==> src/rtl/sdi_pkg.sv <==
`default_nettype none
package sdi_pkg;

    localparam int unsigned CFG_IDX_W  = 1;
    localparam int unsigned CFG_DATA_W = 4;
    localparam int unsigned TRIES_W    = 4;
    localparam int unsigned RCA_W      = 16;

    localparam logic [CFG_IDX_W-1:0] CFG_OP_COND_TRIES = 1'd0;
    localparam logic [CFG_IDX_W-1:0] CFG_WIDE_ENABLE   = 1'd1;

    localparam logic [TRIES_W-1:0] TRIES_RESET = 4'd10;

    localparam logic REQ_START = 1'b0;
    localparam logic REQ_DONE  = 1'b1;

    localparam logic [5:0] CMD_GO_IDLE    = 6'd0;
    localparam logic [5:0] CMD_ALL_CID    = 6'd2;
    localparam logic [5:0] CMD_SEND_RCA   = 6'd3;
    localparam logic [5:0] CMD_SET_BUS    = 6'd6;
    localparam logic [5:0] CMD_SELECT     = 6'd7;
    localparam logic [5:0] CMD_IF_COND    = 6'd8;
    localparam logic [5:0] CMD_SEND_CSD   = 6'd9;
    localparam logic [5:0] CMD_OP_COND    = 6'd41;
    localparam logic [5:0] CMD_APP        = 6'd55;

    localparam logic [31:0] IF_COND_ARG  = 32'h0000_01AA;
    localparam logic [31:0] OCR_VOLTS    = 32'h0030_0000;
    localparam logic [31:0] OCR_HCS_BIT  = 32'h4000_0000;
    localparam int unsigned OCR_BUSY_POS = 31;
    localparam int unsigned OCR_HCS_POS  = 30;
    localparam logic [31:0] BUS4_ARG     = 32'h0000_0002;

    localparam logic [1:0] ST_OK       = 2'd0;
    localparam logic [1:0] ST_VOLTAGE  = 2'd1;
    localparam logic [1:0] ST_NO_READY = 2'd2;

    typedef enum logic [10:0] {
        PH_IDLE = 11'b000_0000_0001,
        PH_CMD0 = 11'b000_0000_0010,
        PH_CMD8 = 11'b000_0000_0100,
        PH_APP  = 11'b000_0000_1000,
        PH_OPC  = 11'b000_0001_0000,
        PH_CID  = 11'b000_0010_0000,
        PH_RCA  = 11'b000_0100_0000,
        PH_CSD  = 11'b000_1000_0000,
        PH_SEL  = 11'b001_0000_0000,
        PH_WAPP = 11'b010_0000_0000,
        PH_WBUS = 11'b100_0000_0000
    } t_phase;

    typedef struct packed {
        logic        req_type;
        logic        timed_out;
        logic [31:0] resp_word;
    } t_req;

    typedef struct packed {
        logic [5:0]       cmd_index;
        logic [31:0]      cmd_arg;
        logic             expect_resp;
        logic             long_resp;
        logic             finished;
        logic [1:0]       status;
        logic             high_capacity;
        logic [RCA_W-1:0] card_rca;
        logic             bus_wide;
    } t_rsp;

    typedef struct packed {
        t_phase             phase;
        logic [TRIES_W-1:0] tries_left;
        logic               capacity_flag;
        logic [RCA_W-1:0]   rca;
        logic               wide_flag;
    } t_state;

    typedef struct packed {
        logic [TRIES_W-1:0] op_cond_tries;
        logic               wide_enable;
    } t_cfg;

endpackage
`default_nettype wire

==> src/rtl/sdi_req_if.sv <==
`default_nettype none
interface sdi_req_if;
    logic        valid;
    logic        ready;
    logic        req_type;
    logic        timed_out;
    logic [31:0] resp_word;

    modport source (output valid, output req_type, output timed_out, output resp_word,
                    input ready);
    modport sink (input valid, input req_type, input timed_out, input resp_word,
                  output ready);
endinterface
`default_nettype wire

==> src/rtl/sdi_rsp_if.sv <==
`default_nettype none
interface sdi_rsp_if;
    logic        valid;
    logic        ready;
    logic [5:0]  cmd_index;
    logic [31:0] cmd_arg;
    logic        expect_resp;
    logic        long_resp;
    logic        finished;
    logic [1:0]  status;
    logic        high_capacity;
    logic [15:0] card_rca;
    logic        bus_wide;

    modport source (output valid, output cmd_index, output cmd_arg, output expect_resp,
                    output long_resp, output finished, output status,
                    output high_capacity, output card_rca, output bus_wide,
                    input ready);
    modport sink (input valid, input cmd_index, input cmd_arg, input expect_resp,
                  input long_resp, input finished, input status,
                  input high_capacity, input card_rca, input bus_wide,
                  output ready);
endinterface
`default_nettype wire

==> src/rtl/sdi_in_reg.sv <==
`default_nettype none
module sdi_in_reg (
    input  wire logic        i_clk,
    input  wire logic        i_rst_n,
    sdi_req_if.sink          i_req,
    input  wire logic        i_adv,
    output sdi_pkg::t_req    o_word,
    output logic             o_vld
);
    import sdi_pkg::*;

    logic r_vld;
    t_req r_word;
    logic w_take;

    assign i_req.ready = !r_vld || i_adv;
    assign w_take      = i_req.valid && i_req.ready;

    always_ff @(posedge i_clk) begin
        if (!i_rst_n) begin
            r_vld <= 1'b0;
        end else if (w_take) begin
            r_vld <= 1'b1;
        end else if (i_adv) begin
            r_vld <= 1'b0;
        end
    end

    always_ff @(posedge i_clk) begin
        if (w_take) begin
            r_word <= '{req_type: i_req.req_type, timed_out: i_req.timed_out,
                        resp_word: i_req.resp_word};
        end
    end

    assign o_word = r_word;
    assign o_vld  = r_vld;
endmodule
`default_nettype wire

==> src/rtl/sdi_step.sv <==
`default_nettype none
module sdi_step (
    input  wire sdi_pkg::t_req   i_word,
    input  wire sdi_pkg::t_state i_st,
    input  wire sdi_pkg::t_cfg   i_cfg,
    output sdi_pkg::t_state      o_st,
    output sdi_pkg::t_rsp        o_rsp,
    output logic                 o_has_rsp
);
    import sdi_pkg::*;

    logic [31:0]        w_r;
    logic [31:0]        w_rca_arg;
    logic [TRIES_W-1:0] w_dec;
    t_state             n_st;
    logic               n_has;
    logic [5:0]         n_idx;
    logic [31:0]        n_arg;
    logic               n_exp;
    logic               n_long;
    logic               n_fin;
    logic [1:0]         n_status;

    assign w_r       = i_word.timed_out ? '0 : i_word.resp_word;
    assign w_rca_arg = {i_st.rca, 16'h0000};
    assign w_dec     = (i_st.tries_left == '0) ? '0 : i_st.tries_left - 1'b1;

    always_comb begin
        n_st     = i_st;
        n_has    = 1'b1;
        n_idx    = CMD_GO_IDLE;
        n_arg    = '0;
        n_exp    = 1'b1;
        n_long   = 1'b0;
        n_fin    = 1'b0;
        n_status = ST_OK;
        if (i_word.req_type == REQ_START) begin
            n_st.capacity_flag = 1'b0;
            n_st.rca           = '0;
            n_st.wide_flag     = 1'b0;
            n_st.tries_left    = '0;
            n_st.phase         = PH_CMD0;
            n_exp              = 1'b0;
        end else begin
            case (i_st.phase)
                PH_CMD0: begin
                    n_st.phase = PH_CMD8;
                    n_idx      = CMD_IF_COND;
                    n_arg      = IF_COND_ARG;
                end
                PH_CMD8: begin
                    n_st.capacity_flag = (w_r != '0);
                    if (w_r != '0 && w_r != IF_COND_ARG) begin
                        n_st.phase = PH_IDLE;
                        n_fin      = 1'b1;
                        n_status   = ST_VOLTAGE;
                    end else begin
                        n_st.tries_left = (i_cfg.op_cond_tries == '0) ?
                                          TRIES_W'(1) : i_cfg.op_cond_tries;
                        n_st.phase      = PH_APP;
                        n_idx           = CMD_APP;
                    end
                end
                PH_APP: begin
                    n_st.phase = PH_OPC;
                    n_idx      = CMD_OP_COND;
                    n_arg      = i_st.capacity_flag ? (OCR_VOLTS | OCR_HCS_BIT) : OCR_VOLTS;
                end
                PH_OPC: begin
                    if (w_r[OCR_BUSY_POS]) begin
                        if (!w_r[OCR_HCS_POS]) begin
                            n_st.capacity_flag = 1'b0;
                        end
                        n_st.phase = PH_CID;
                        n_idx      = CMD_ALL_CID;
                        n_long     = 1'b1;
                    end else begin
                        n_st.tries_left = w_dec;
                        if (w_dec == '0) begin
                            n_st.phase = PH_IDLE;
                            n_fin      = 1'b1;
                            n_status   = ST_NO_READY;
                        end else begin
                            n_st.phase = PH_APP;
                            n_idx      = CMD_APP;
                        end
                    end
                end
                PH_CID: begin
                    n_st.phase = PH_RCA;
                    n_idx      = CMD_SEND_RCA;
                end
                PH_RCA: begin
                    n_st.rca   = w_r[31:16];
                    n_st.phase = PH_CSD;
                    n_idx      = CMD_SEND_CSD;
                    n_arg      = {w_r[31:16], 16'h0000};
                    n_long     = 1'b1;
                end
                PH_CSD: begin
                    n_st.phase = PH_SEL;
                    n_idx      = CMD_SELECT;
                    n_arg      = w_rca_arg;
                end
                PH_SEL: begin
                    if (i_cfg.wide_enable) begin
                        n_st.phase = PH_WAPP;
                        n_idx      = CMD_APP;
                        n_arg      = w_rca_arg;
                    end else begin
                        n_st.wide_flag = 1'b0;
                        n_st.phase     = PH_IDLE;
                        n_fin          = 1'b1;
                    end
                end
                PH_WAPP: begin
                    n_st.phase = PH_WBUS;
                    n_idx      = CMD_SET_BUS;
                    n_arg      = BUS4_ARG;
                end
                PH_WBUS: begin
                    n_st.wide_flag = 1'b1;
                    n_st.phase     = PH_IDLE;
                    n_fin          = 1'b1;
                end
                default: begin
                    n_has = 1'b0;
                end
            endcase
        end
        if (n_fin) begin
            n_idx  = CMD_GO_IDLE;
            n_arg  = '0;
            n_exp  = 1'b0;
            n_long = 1'b0;
        end
    end

    assign o_st      = n_st;
    assign o_has_rsp = n_has;
    assign o_rsp     = '{cmd_index: n_idx, cmd_arg: n_arg, expect_resp: n_exp,
                         long_resp: n_long, finished: n_fin, status: n_status,
                         high_capacity: n_st.capacity_flag, card_rca: n_st.rca,
                         bus_wide: n_st.wide_flag};
endmodule
`default_nettype wire

==> src/rtl/sd_card_init_sequencer_top.sv <==
// an accepted word waits in the input register; its result is registered for o_rsp
// throughput: one word per cycle unless o_rsp stalls, set by the register pair
// a word that causes no result still advances through the step logic
// synchronous active-low reset clears the phase to idle, all card state to zero,
// the try count to 10 and the wide-bus enable to 0
`default_nettype none
module sd_card_init_sequencer_top (
    input  wire logic                            i_clk,
    input  wire logic                            i_rst_n,
    sdi_req_if.sink                              i_req,
    sdi_rsp_if.source                            o_rsp,
    input  wire logic                            i_cfg_we,
    input  wire logic [sdi_pkg::CFG_IDX_W-1:0]   i_cfg_idx,
    input  wire logic [sdi_pkg::CFG_DATA_W-1:0]  i_cfg_data
);
    import sdi_pkg::*;

    t_cfg   r_cfg;
    t_state r_st;
    t_state n_st;
    t_req   w_word;
    logic   w_in_vld;
    logic   w_adv;
    t_rsp   n_rsp;
    logic   n_has;
    t_rsp   r_rsp;
    logic   r_out_vld;

    assign w_adv = w_in_vld && (!r_out_vld || o_rsp.ready);

    sdi_in_reg u_in_reg (
        .i_clk   (i_clk),
        .i_rst_n (i_rst_n),
        .i_req   (i_req),
        .i_adv   (w_adv),
        .o_word  (w_word),
        .o_vld   (w_in_vld)
    );

    sdi_step u_step (
        .i_word    (w_word),
        .i_st      (r_st),
        .i_cfg     (r_cfg),
        .o_st      (n_st),
        .o_rsp     (n_rsp),
        .o_has_rsp (n_has)
    );

    always_ff @(posedge i_clk) begin
        if (!i_rst_n) begin
            r_cfg <= '{op_cond_tries: TRIES_RESET, wide_enable: 1'b0};
        end else if (i_cfg_we) begin
            case (i_cfg_idx)
                CFG_OP_COND_TRIES: r_cfg.op_cond_tries <= i_cfg_data[TRIES_W-1:0];
                CFG_WIDE_ENABLE:   r_cfg.wide_enable   <= i_cfg_data[0];
                default:           r_cfg <= r_cfg;
            endcase
        end
    end

    always_ff @(posedge i_clk) begin
        if (!i_rst_n) begin
            r_st <= '{phase: PH_IDLE, tries_left: '0, capacity_flag: 1'b0,
                      rca: '0, wide_flag: 1'b0};
        end else if (w_adv) begin
            r_st <= n_st;
        end
    end

    always_ff @(posedge i_clk) begin
        if (!i_rst_n) begin
            r_out_vld <= 1'b0;
        end else if (w_adv) begin
            r_out_vld <= n_has;
        end else if (o_rsp.ready) begin
            r_out_vld <= 1'b0;
        end
    end

    always_ff @(posedge i_clk) begin
        if (w_adv && n_has) begin
            r_rsp <= n_rsp;
        end
    end

    assign o_rsp.valid         = r_out_vld;
    assign o_rsp.cmd_index     = r_rsp.cmd_index;
    assign o_rsp.cmd_arg       = r_rsp.cmd_arg;
    assign o_rsp.expect_resp   = r_rsp.expect_resp;
    assign o_rsp.long_resp     = r_rsp.long_resp;
    assign o_rsp.finished      = r_rsp.finished;
    assign o_rsp.status        = r_rsp.status;
    assign o_rsp.high_capacity = r_rsp.high_capacity;
    assign o_rsp.card_rca      = r_rsp.card_rca;
    assign o_rsp.bus_wide      = r_rsp.bus_wide;

    a_fin_clean: assert property (@(posedge i_clk) disable iff (!i_rst_n)
        r_out_vld && r_rsp.finished |-> r_rsp.cmd_index == CMD_GO_IDLE && !r_rsp.expect_resp)
        else $error("finished word carries a command");

    a_tries_live: assert property (@(posedge i_clk) disable iff (!i_rst_n)
        r_st.phase == PH_OPC || r_st.phase == PH_APP |-> r_st.tries_left != '0)
        else $error("op-cond phase with no tries left");

    a_word_held: assert property (@(posedge i_clk) disable iff (!i_rst_n)
        w_in_vld && !w_adv |=> w_in_vld && $stable(w_word))
        else $error("pending input word lost");

    a_done_idle: assert property (@(posedge i_clk) disable iff (!i_rst_n)
        w_adv && n_has && n_rsp.finished |=> r_st.phase == PH_IDLE)
        else $error("sequence finished without returning to idle");

endmodule
`default_nettype wire

==> src/flat_wrapper.sv <==
// flat-port wrapper written by rule: the top's interface ports become plain ports
module sd_card_init_sequencer_top_flat import sdi_pkg::*;
  (i_clk, i_rst_n, i_cfg_we, i_cfg_idx, i_cfg_data, i_req_valid, i_req_req_type, i_req_timed_out, i_req_resp_word, i_req_ready, o_rsp_valid, o_rsp_cmd_index, o_rsp_cmd_arg, o_rsp_expect_resp, o_rsp_long_resp, o_rsp_finished, o_rsp_status, o_rsp_high_capacity, o_rsp_card_rca, o_rsp_bus_wide, o_rsp_ready);
  sdi_req_if i_req_i ();
  sdi_rsp_if o_rsp_i ();
  input  wire logic i_clk;
  input  wire logic i_rst_n;
  input  wire logic i_cfg_we;
  input  wire logic [sdi_pkg::CFG_IDX_W-1:0] i_cfg_idx;
  input  wire logic [sdi_pkg::CFG_DATA_W-1:0] i_cfg_data;
  input wire logic [$bits(i_req_i.valid)-1:0] i_req_valid;
  input wire logic [$bits(i_req_i.req_type)-1:0] i_req_req_type;
  input wire logic [$bits(i_req_i.timed_out)-1:0] i_req_timed_out;
  input wire logic [$bits(i_req_i.resp_word)-1:0] i_req_resp_word;
  output wire logic [$bits(i_req_i.ready)-1:0] i_req_ready;
  output wire logic [$bits(o_rsp_i.valid)-1:0] o_rsp_valid;
  output wire logic [$bits(o_rsp_i.cmd_index)-1:0] o_rsp_cmd_index;
  output wire logic [$bits(o_rsp_i.cmd_arg)-1:0] o_rsp_cmd_arg;
  output wire logic [$bits(o_rsp_i.expect_resp)-1:0] o_rsp_expect_resp;
  output wire logic [$bits(o_rsp_i.long_resp)-1:0] o_rsp_long_resp;
  output wire logic [$bits(o_rsp_i.finished)-1:0] o_rsp_finished;
  output wire logic [$bits(o_rsp_i.status)-1:0] o_rsp_status;
  output wire logic [$bits(o_rsp_i.high_capacity)-1:0] o_rsp_high_capacity;
  output wire logic [$bits(o_rsp_i.card_rca)-1:0] o_rsp_card_rca;
  output wire logic [$bits(o_rsp_i.bus_wide)-1:0] o_rsp_bus_wide;
  input wire logic [$bits(o_rsp_i.ready)-1:0] o_rsp_ready;
  assign i_req_i.valid = i_req_valid;
  assign i_req_i.req_type = i_req_req_type;
  assign i_req_i.timed_out = i_req_timed_out;
  assign i_req_i.resp_word = i_req_resp_word;
  assign i_req_ready = i_req_i.ready;
  assign o_rsp_valid = o_rsp_i.valid;
  assign o_rsp_cmd_index = o_rsp_i.cmd_index;
  assign o_rsp_cmd_arg = o_rsp_i.cmd_arg;
  assign o_rsp_expect_resp = o_rsp_i.expect_resp;
  assign o_rsp_long_resp = o_rsp_i.long_resp;
  assign o_rsp_finished = o_rsp_i.finished;
  assign o_rsp_status = o_rsp_i.status;
  assign o_rsp_high_capacity = o_rsp_i.high_capacity;
  assign o_rsp_card_rca = o_rsp_i.card_rca;
  assign o_rsp_bus_wide = o_rsp_i.bus_wide;
  assign o_rsp_i.ready = o_rsp_ready;
  sd_card_init_sequencer_top u_core (.i_clk(i_clk), .i_rst_n(i_rst_n), .i_req(i_req_i), .o_rsp(o_rsp_i), .i_cfg_we(i_cfg_we), .i_cfg_idx(i_cfg_idx), .i_cfg_data(i_cfg_data));
endmodule
==> config.mk <==
export PLATFORM = sky130hd
export DESIGN_NAME = sd_card_init_sequencer_top_flat
export DESIGN_NICKNAME = d
export VERILOG_FILES = /design/src/rtl/sdi_pkg.sv /design/src/rtl/sdi_req_if.sv /design/src/rtl/sdi_rsp_if.sv /design/src/rtl/sdi_in_reg.sv /design/src/rtl/sdi_step.sv /design/src/rtl/sd_card_init_sequencer_top.sv /design/src/flat_wrapper.sv
export SDC_FILE = /design/constraint.sdc
export NUM_CORES = 1
export LEC_CHECK = 0
export ABC_AREA = 1
export BUFFER_PORTS_ARGS = -buffer_cell sky130_fd_sc_hd__clkbuf_2
export CORE_MARGIN = 1.5
export CORE_UTILIZATION = 55
export DETAILED_ROUTE_END_ITERATION = 10
export PLACE_DENSITY = 0.84
export SYNTH_ARGS = -nofsm -noshare
export SYNTH_HDL_FRONTEND = slang
export SYNTH_SLANG_ARGS = --single-unit
==> constraint.sdc <==
create_clock -name i_clk -period 2.74 [get_ports i_clk]
set_input_delay 0.822 -clock i_clk [delete_from_list [all_inputs] [get_ports i_clk]]
set_output_delay 0.822 -clock i_clk [all_outputs]
set_load 0.01 [all_outputs]
# Word-level counts from Yosys, hierarchy flattened
# Index checks and enable logic that the tools add are counted.
# word_totals
reg_bits	135
out_inout_bits	63
word_cells	103
# op_classes
add_sub_neg	1
n_eq_ne	15
n_mux	44
bitwise	2
reduce_logical	20
# op_table
cell	n
one-hot mux 32 bit (6 select lines)	1
one-hot mux 11 bit (10 select lines)	1
2-to-1 mux 32 bit	2
one-hot mux 6 bit (9 select lines)	1
2-to-1 mux 33 bit	1
inequality test 32 x 9 -> 1 bit, second input constant	1
nonzero test 32 bit	1
2-to-1 mux 31 bit	1
2-to-1 mux 6 bit	5
2-to-1 mux 4 bit	6
2-to-1 mux 1 bit	17
2-to-1 mux 16 bit	1
logical NOT 4 bit	3
== test 11 x 10 -> 1 bit, second input constant	1
== test 11 bit, second input constant	1
== test 11 x 2 -> 1 bit, second input constant	1
== test 11 x 3 -> 1 bit, second input constant	1
== test 11 x 4 -> 1 bit, second input constant	1
== test 11 x 5 -> 1 bit, second input constant	1
== test 11 x 6 -> 1 bit, second input constant	1
== test 11 x 7 -> 1 bit, second input constant	1
== test 11 x 8 -> 1 bit, second input constant	1
== test 11 x 9 -> 1 bit, second input constant	1
inequality test 11 bit, second input constant	1
other kinds (17)	30

# Longest topological paths before layout
# logic_depth
depth_word	8
depth_mapped	14

# Modules after synthesis
# Synthesis repeated with hierarchy kept, for this count alone.
# unflattened
cells_unflattened	718
area_unflattened_um2	6486.2
# modules_own_cells
mod	n_inst	cells_each	area_per_inst_um2	seq_area_each_um2
sd_card_init_sequencer_top	1	310	3527.1	2612.5
sdi_step	1	367	1886.8	0.0
sdi_in_reg	1	41	1072.3	1041.0

# Worst setup path after synthesis
# No wires, ideal clock.
# synth_timing
path_type	input -> register
start	input o_rsp_ready
end	register u_core.r_rsp, in the netlist u_core.o_rsp.bus_wide (enable)
setup_ns	0.382
arrival_time_ns	2.044
setup_slack_ns	0.314
path_stages	7
path_buffers	1
path_cell_list	inv_1 -> nand2_1 -> nand2_1 -> inv_1 -> clkbuf_1 -> nand2_2 -> inv_2
# synth_between
elab_chain_len	3
# synth_lines
item	line	source
from (decl)	flat_wrapper.sv:26	input wire logic [$bits(o_rsp_i.ready)-1:0] o_rsp_ready;
logical OR 1 bit	sd_card_init_sequencer_top.sv:29	assign w_adv = w_in_vld && (!r_out_vld || o_rsp.ready);
logical AND 1 bit	sd_card_init_sequencer_top.sv:29	
logical AND 1 bit	sd_card_init_sequencer_top.sv:81	if (w_adv && n_has) begin
to (signal assigned)	sd_card_init_sequencer_top.sv:82	r_rsp <= n_rsp;
to (decl)	sd_card_init_sequencer_top.sv:26	t_rsp r_rsp;
# Every way passes these cells.
# A chain may end at the register's enable or synchronous reset.

# Worst setup path after layout
# layout_timing
start	register u_core.r_st[24] (netlist name)
end	register u_core.r_rsp, in the netlist u_core.o_rsp.card_rca[7] (enable)
# layout_between
elab_chain_len	5
word_cells_on_any_way	14
# layout_lines
item	line	source
from (decl)	sd_card_init_sequencer_top.sv:19	t_state r_st;
from (signal assigned)	sd_card_init_sequencer_top.sv:63	r_st <= '{phase: PH_IDLE, tries_left: '0, capacity_flag: 1'b0,
from (signal assigned)	sd_card_init_sequencer_top.sv:66	r_st <= n_st;
== test 11 x 9 -> 1 bit (tied with other cells)	sdi_step.sv:45	case (i_st.phase)
OR reduction 10 bit (no line) (*)	n/a	
2-to-1 mux 1 bit (*)	sdi_step.sv:45	
2-to-1 mux 1 bit (*)	sdi_step.sv:37	if (i_word.req_type == REQ_START) begin
logical AND 1 bit (*)	sd_card_init_sequencer_top.sv:81	
# Mark *: on every way between the ends. The rest lies on a longest branch, timed or not.

==> flow_metrics.py <==
metrics = {
    "run_status": {
        "run_status": "finished, final reports clean",
    },
    "power_and_ir_drop": {
        "leakage_nw": 2.840,
        "total_power_mw": 4.683,
        "vdd_ir_drop_max_mv": 0.4017,
        "powerDensity_mw_per_mm2": 693.7,
    },
    "route": {
        "wl_per_cell_um": 14.51,
        "vias_per_cell": 5.299,
        "vias": 4578,
        "ant_nets": 0,
        "remaining_drc_errors": 0,
        "firstDrtPassIters": 5,
        "first_iter_violations": 370,
        "routed_wl_mm": 12.54,
    },
    "cells_and_area": {
        "drive_above_1_share": 0.2285,
        "syn_to_final_growth_pct": 21.13,
        "nets": 762,
        "fillers": 742,
        "antenna_cells": 0,
        "final_cell_area_sq_mm": 0.006750,
        "final-instance-count-excl-fill": 864,
    },
    "setup_path": {
        "path_class": "flop to flop",
        "r2r-end": "u_core.o_rsp.card_rca[7]$_DFFE_PP_",
        "cp-startpoint": "u_core.r_st[24]$_SDFFE_PN0P_",
        "r2r_cells": 10,
        "r2r_slack_ns": 0.23,
        "crit_fanout": 42,
        "start_kind": "flop",
        "critPathRequiredTime_ns": 2.95,
        "endpoint": "u_core.o_rsp.card_rca[7]$_DFFE_PP_",
        "end_kind": "flop",
        "crit_arrival_ns": 2.72,
        "timing.rr.start": "u_core.r_st[24]$_SDFFE_PN0P_",
    },
    "placed_design": {
        "place.gp.congestion": 0.9849,
        "dp.cells": 832,
        "portBuffers": 95,
        "dp_hpwl_mm": 8.792,
        "place_area_sq_mm": 0.006126,
        "post-place-ws_ns": 0.3067,
    },
    "timing": {
        "slew_violations": 0,
        "finalWorstSetupSlack_ns": 0.2308,
        "hold_viol_final": 0,
        "tns_ns": 0,
        "slew_headroom": 0.5390,
        "fin_skew_ns": 0.008776,
        "rsz0062_at_grt": "false",
        "setup_viol": 0,
        "tightest_slew_ns": 0.6898,
        "fin_crit_sh": 0.9158,
        "fmax_mhz": 398.5,
        "min_period_ns": 2.509,
    },
    "clock_network": {
        "cts_tree": "done",
        "htreeDepth": 4,
        "clockBufferDepth": 2,
        "cts_root_buf": "clkbuf_8",
        "clk_latency_ns": 0.53,
        "holdBufCountCts": 0,
        "cts.repair.resized": 0,
        "clkSinkCount": 121,
        "cts_setup_buffers": 0,
        "numCtsBuffers": 17,
        "clkTransAtPathRegs_ns": 0.06,
    },
    "yosys": {
        "ys_ff_latch": 121,
        "synth_area_per_cell_sq_um": 9.003,
        "synth_top_area_frac": 0.4365,
        "synth_edf_count": 81,
        "syn_area_sq_mm": 0.005573,
        "netlist_top_cells_count": "nand2_1, nor2_1, edfxtp_1",
        "yosysWarnings": 0,
        "synthArstFlopShare": 0,
        "synthCells": 619,
        "yosysSeqAreaShare": 0.5802,
        "synth_area_leaders": "edfxtp_1, dfxtp_1, nand2_1",
        "synth_ff_type": "edfxtp_1",
        "synthDistinctLibCells": 32,
        "synth_top_cell_by_area": "edfxtp_1",
        "synth_most_common_cell": "nand2_1",
    },
    "global_route": {
        "overflow": 0,
        "grt_start_max_net_pins": 43,
        "grt_pass1_vias": 4357,
        "antenna_found_initial": 0,
        "track_usage": 0.2436,
        "grt_pass1_wl_mm": 20.64,
    },
    "job": {
        "max_cap_viol_count": 0,
    },
    "floorplanning": {
        "start_util": 0.5675,
        "core-area_sq_mm": 0.009819,
        "num_rows": 36,
        "die_y_um": 103.7,
        "die_area_sq_mm": 0.01075,
        "die_w_um": 103.7,
        "ios": 107,
    },
    "worst_hold_path": {
        "hold_path_class": "input port to flop",
        "holdPathStages": 1,
    },
}
## layout by cell type (no fill, tap or decap), types with 3 or more instances in the layout
master        n
clkinv_4      3
nand3_1      31
o21ai_0      27
nand2_2       6
inv_1        60
a21oi_1      56
nor3_1       18
nor2_4       10
nor3b_1       4
clkbuf_2     95
clkbuf_16    16
conb_1       11
inv_2         3
o21ai_2       4
nand2_1     116
bufinv_16     4
edfxtp_1     81
o21ai_1       8
nor2_2        4
nor2_1       97
buf_4         8
clkinvlp_4    3
nand4_1       8
dfxtp_1      40
## where the power goes
part	internal, mW	switching [mW]
logic	0.0976	0.182
clock network	1.51	0.816
registers	2.03	0.0500
## worst min-delay path by stage
stage                                      start                                    to  slack [ns]
finish                       i_req_resp_word[25]  u_core.u_in_reg.o_word[25]$_DFFE_PP_        0.47
global placement    u_core.r_cfg[2]$_SDFFE_PN1P_          u_core.r_cfg[2]$_SDFFE_PN1P_        0.48
CTS                          i_req_resp_word[25]  u_core.u_in_reg.o_word[25]$_DFFE_PP_        0.46
detailed placement  u_core.r_cfg[3]$_SDFFE_PN0P_          u_core.r_cfg[3]$_SDFFE_PN0P_        0.49
global route                 i_req_resp_word[28]  u_core.u_in_reg.o_word[28]$_DFFE_PP_        0.45
floorplan           u_core.r_cfg[3]$_SDFFE_PN0P_          u_core.r_cfg[3]$_SDFFE_PN0P_        0.44
## metrics by stage
| step | hold slack [ns] | utilization |
|---|---|---|
| floorplan | 0.4439 | - |
| global placement | 0.4766 | 0.6239 |
| detailed placement | 0.4859 | 0.6239 |
| CTS | 0.4598 | 0.6874 |
| global route | 0.4513 | 0.6874 |
| finish | 0.4655 | 0.6874 |
## flip-flops by register name (all words and copies together), names as in the netlist, 2 cells and up
register,flops
u_core.u_in_reg.o_word,34
u_core.r_st,33
u_core.o_rsp.cmd_arg,18
u_core.o_rsp.card_rca,16
u_core.o_rsp.cmd_index,6
u_core.r_cfg,5
u_core.o_rsp.status,2
## cell families (layout without fill, tap and decap cells)
| family | count (synthesis) | count (layout) | share of synthesized area |
|---|---|---|---|
| AOI/OAI and AO/OA | 99 | 99 | 0.09340 |
| buffers and inverters | 97 | 199 | 0.07948 |
| DFF | 121 | 121 | 0.5802 |
| other | 1 | 11 | 0.0006729 |
| and+or+nand+nor | 301 | 301 | 0.2463 |
## layout make-up
type	instances	area, sq um	share of cell area
sequential	121	3233	0.4790
timing repair buffer	104	555.5	0.08230
tap	133	166.4	0.02465
clock inverter	14	196.4	0.02910
multi-input combinational	411	1934	0.2866
inverter	63	236.5	0.03503
clock buffer	18	427.9	0.06339
## routing by layer
metal,global-route usage,vias to the layer above,wire [um]
li1,-,2243,-
met1,0.3148,2048,5332
met2,0.3952,254,5843
met3,0.06042,33,1080
met4,0.09821,0,283
met5,0,-,0
## critical path: stages (launching register included)
cell     delay (ns)
dfxtp_1        0.33
nor2_1         0.14
nand2_1        0.16
nor2_1         0.28
nand2_1        0.18
nand3_1        0.14
nor2_1         0.05
nand2_2        0.13
nand2_2        0.19
inv_2          0.29
buf_12         0.28
Power figures use the tool's default switching activity.
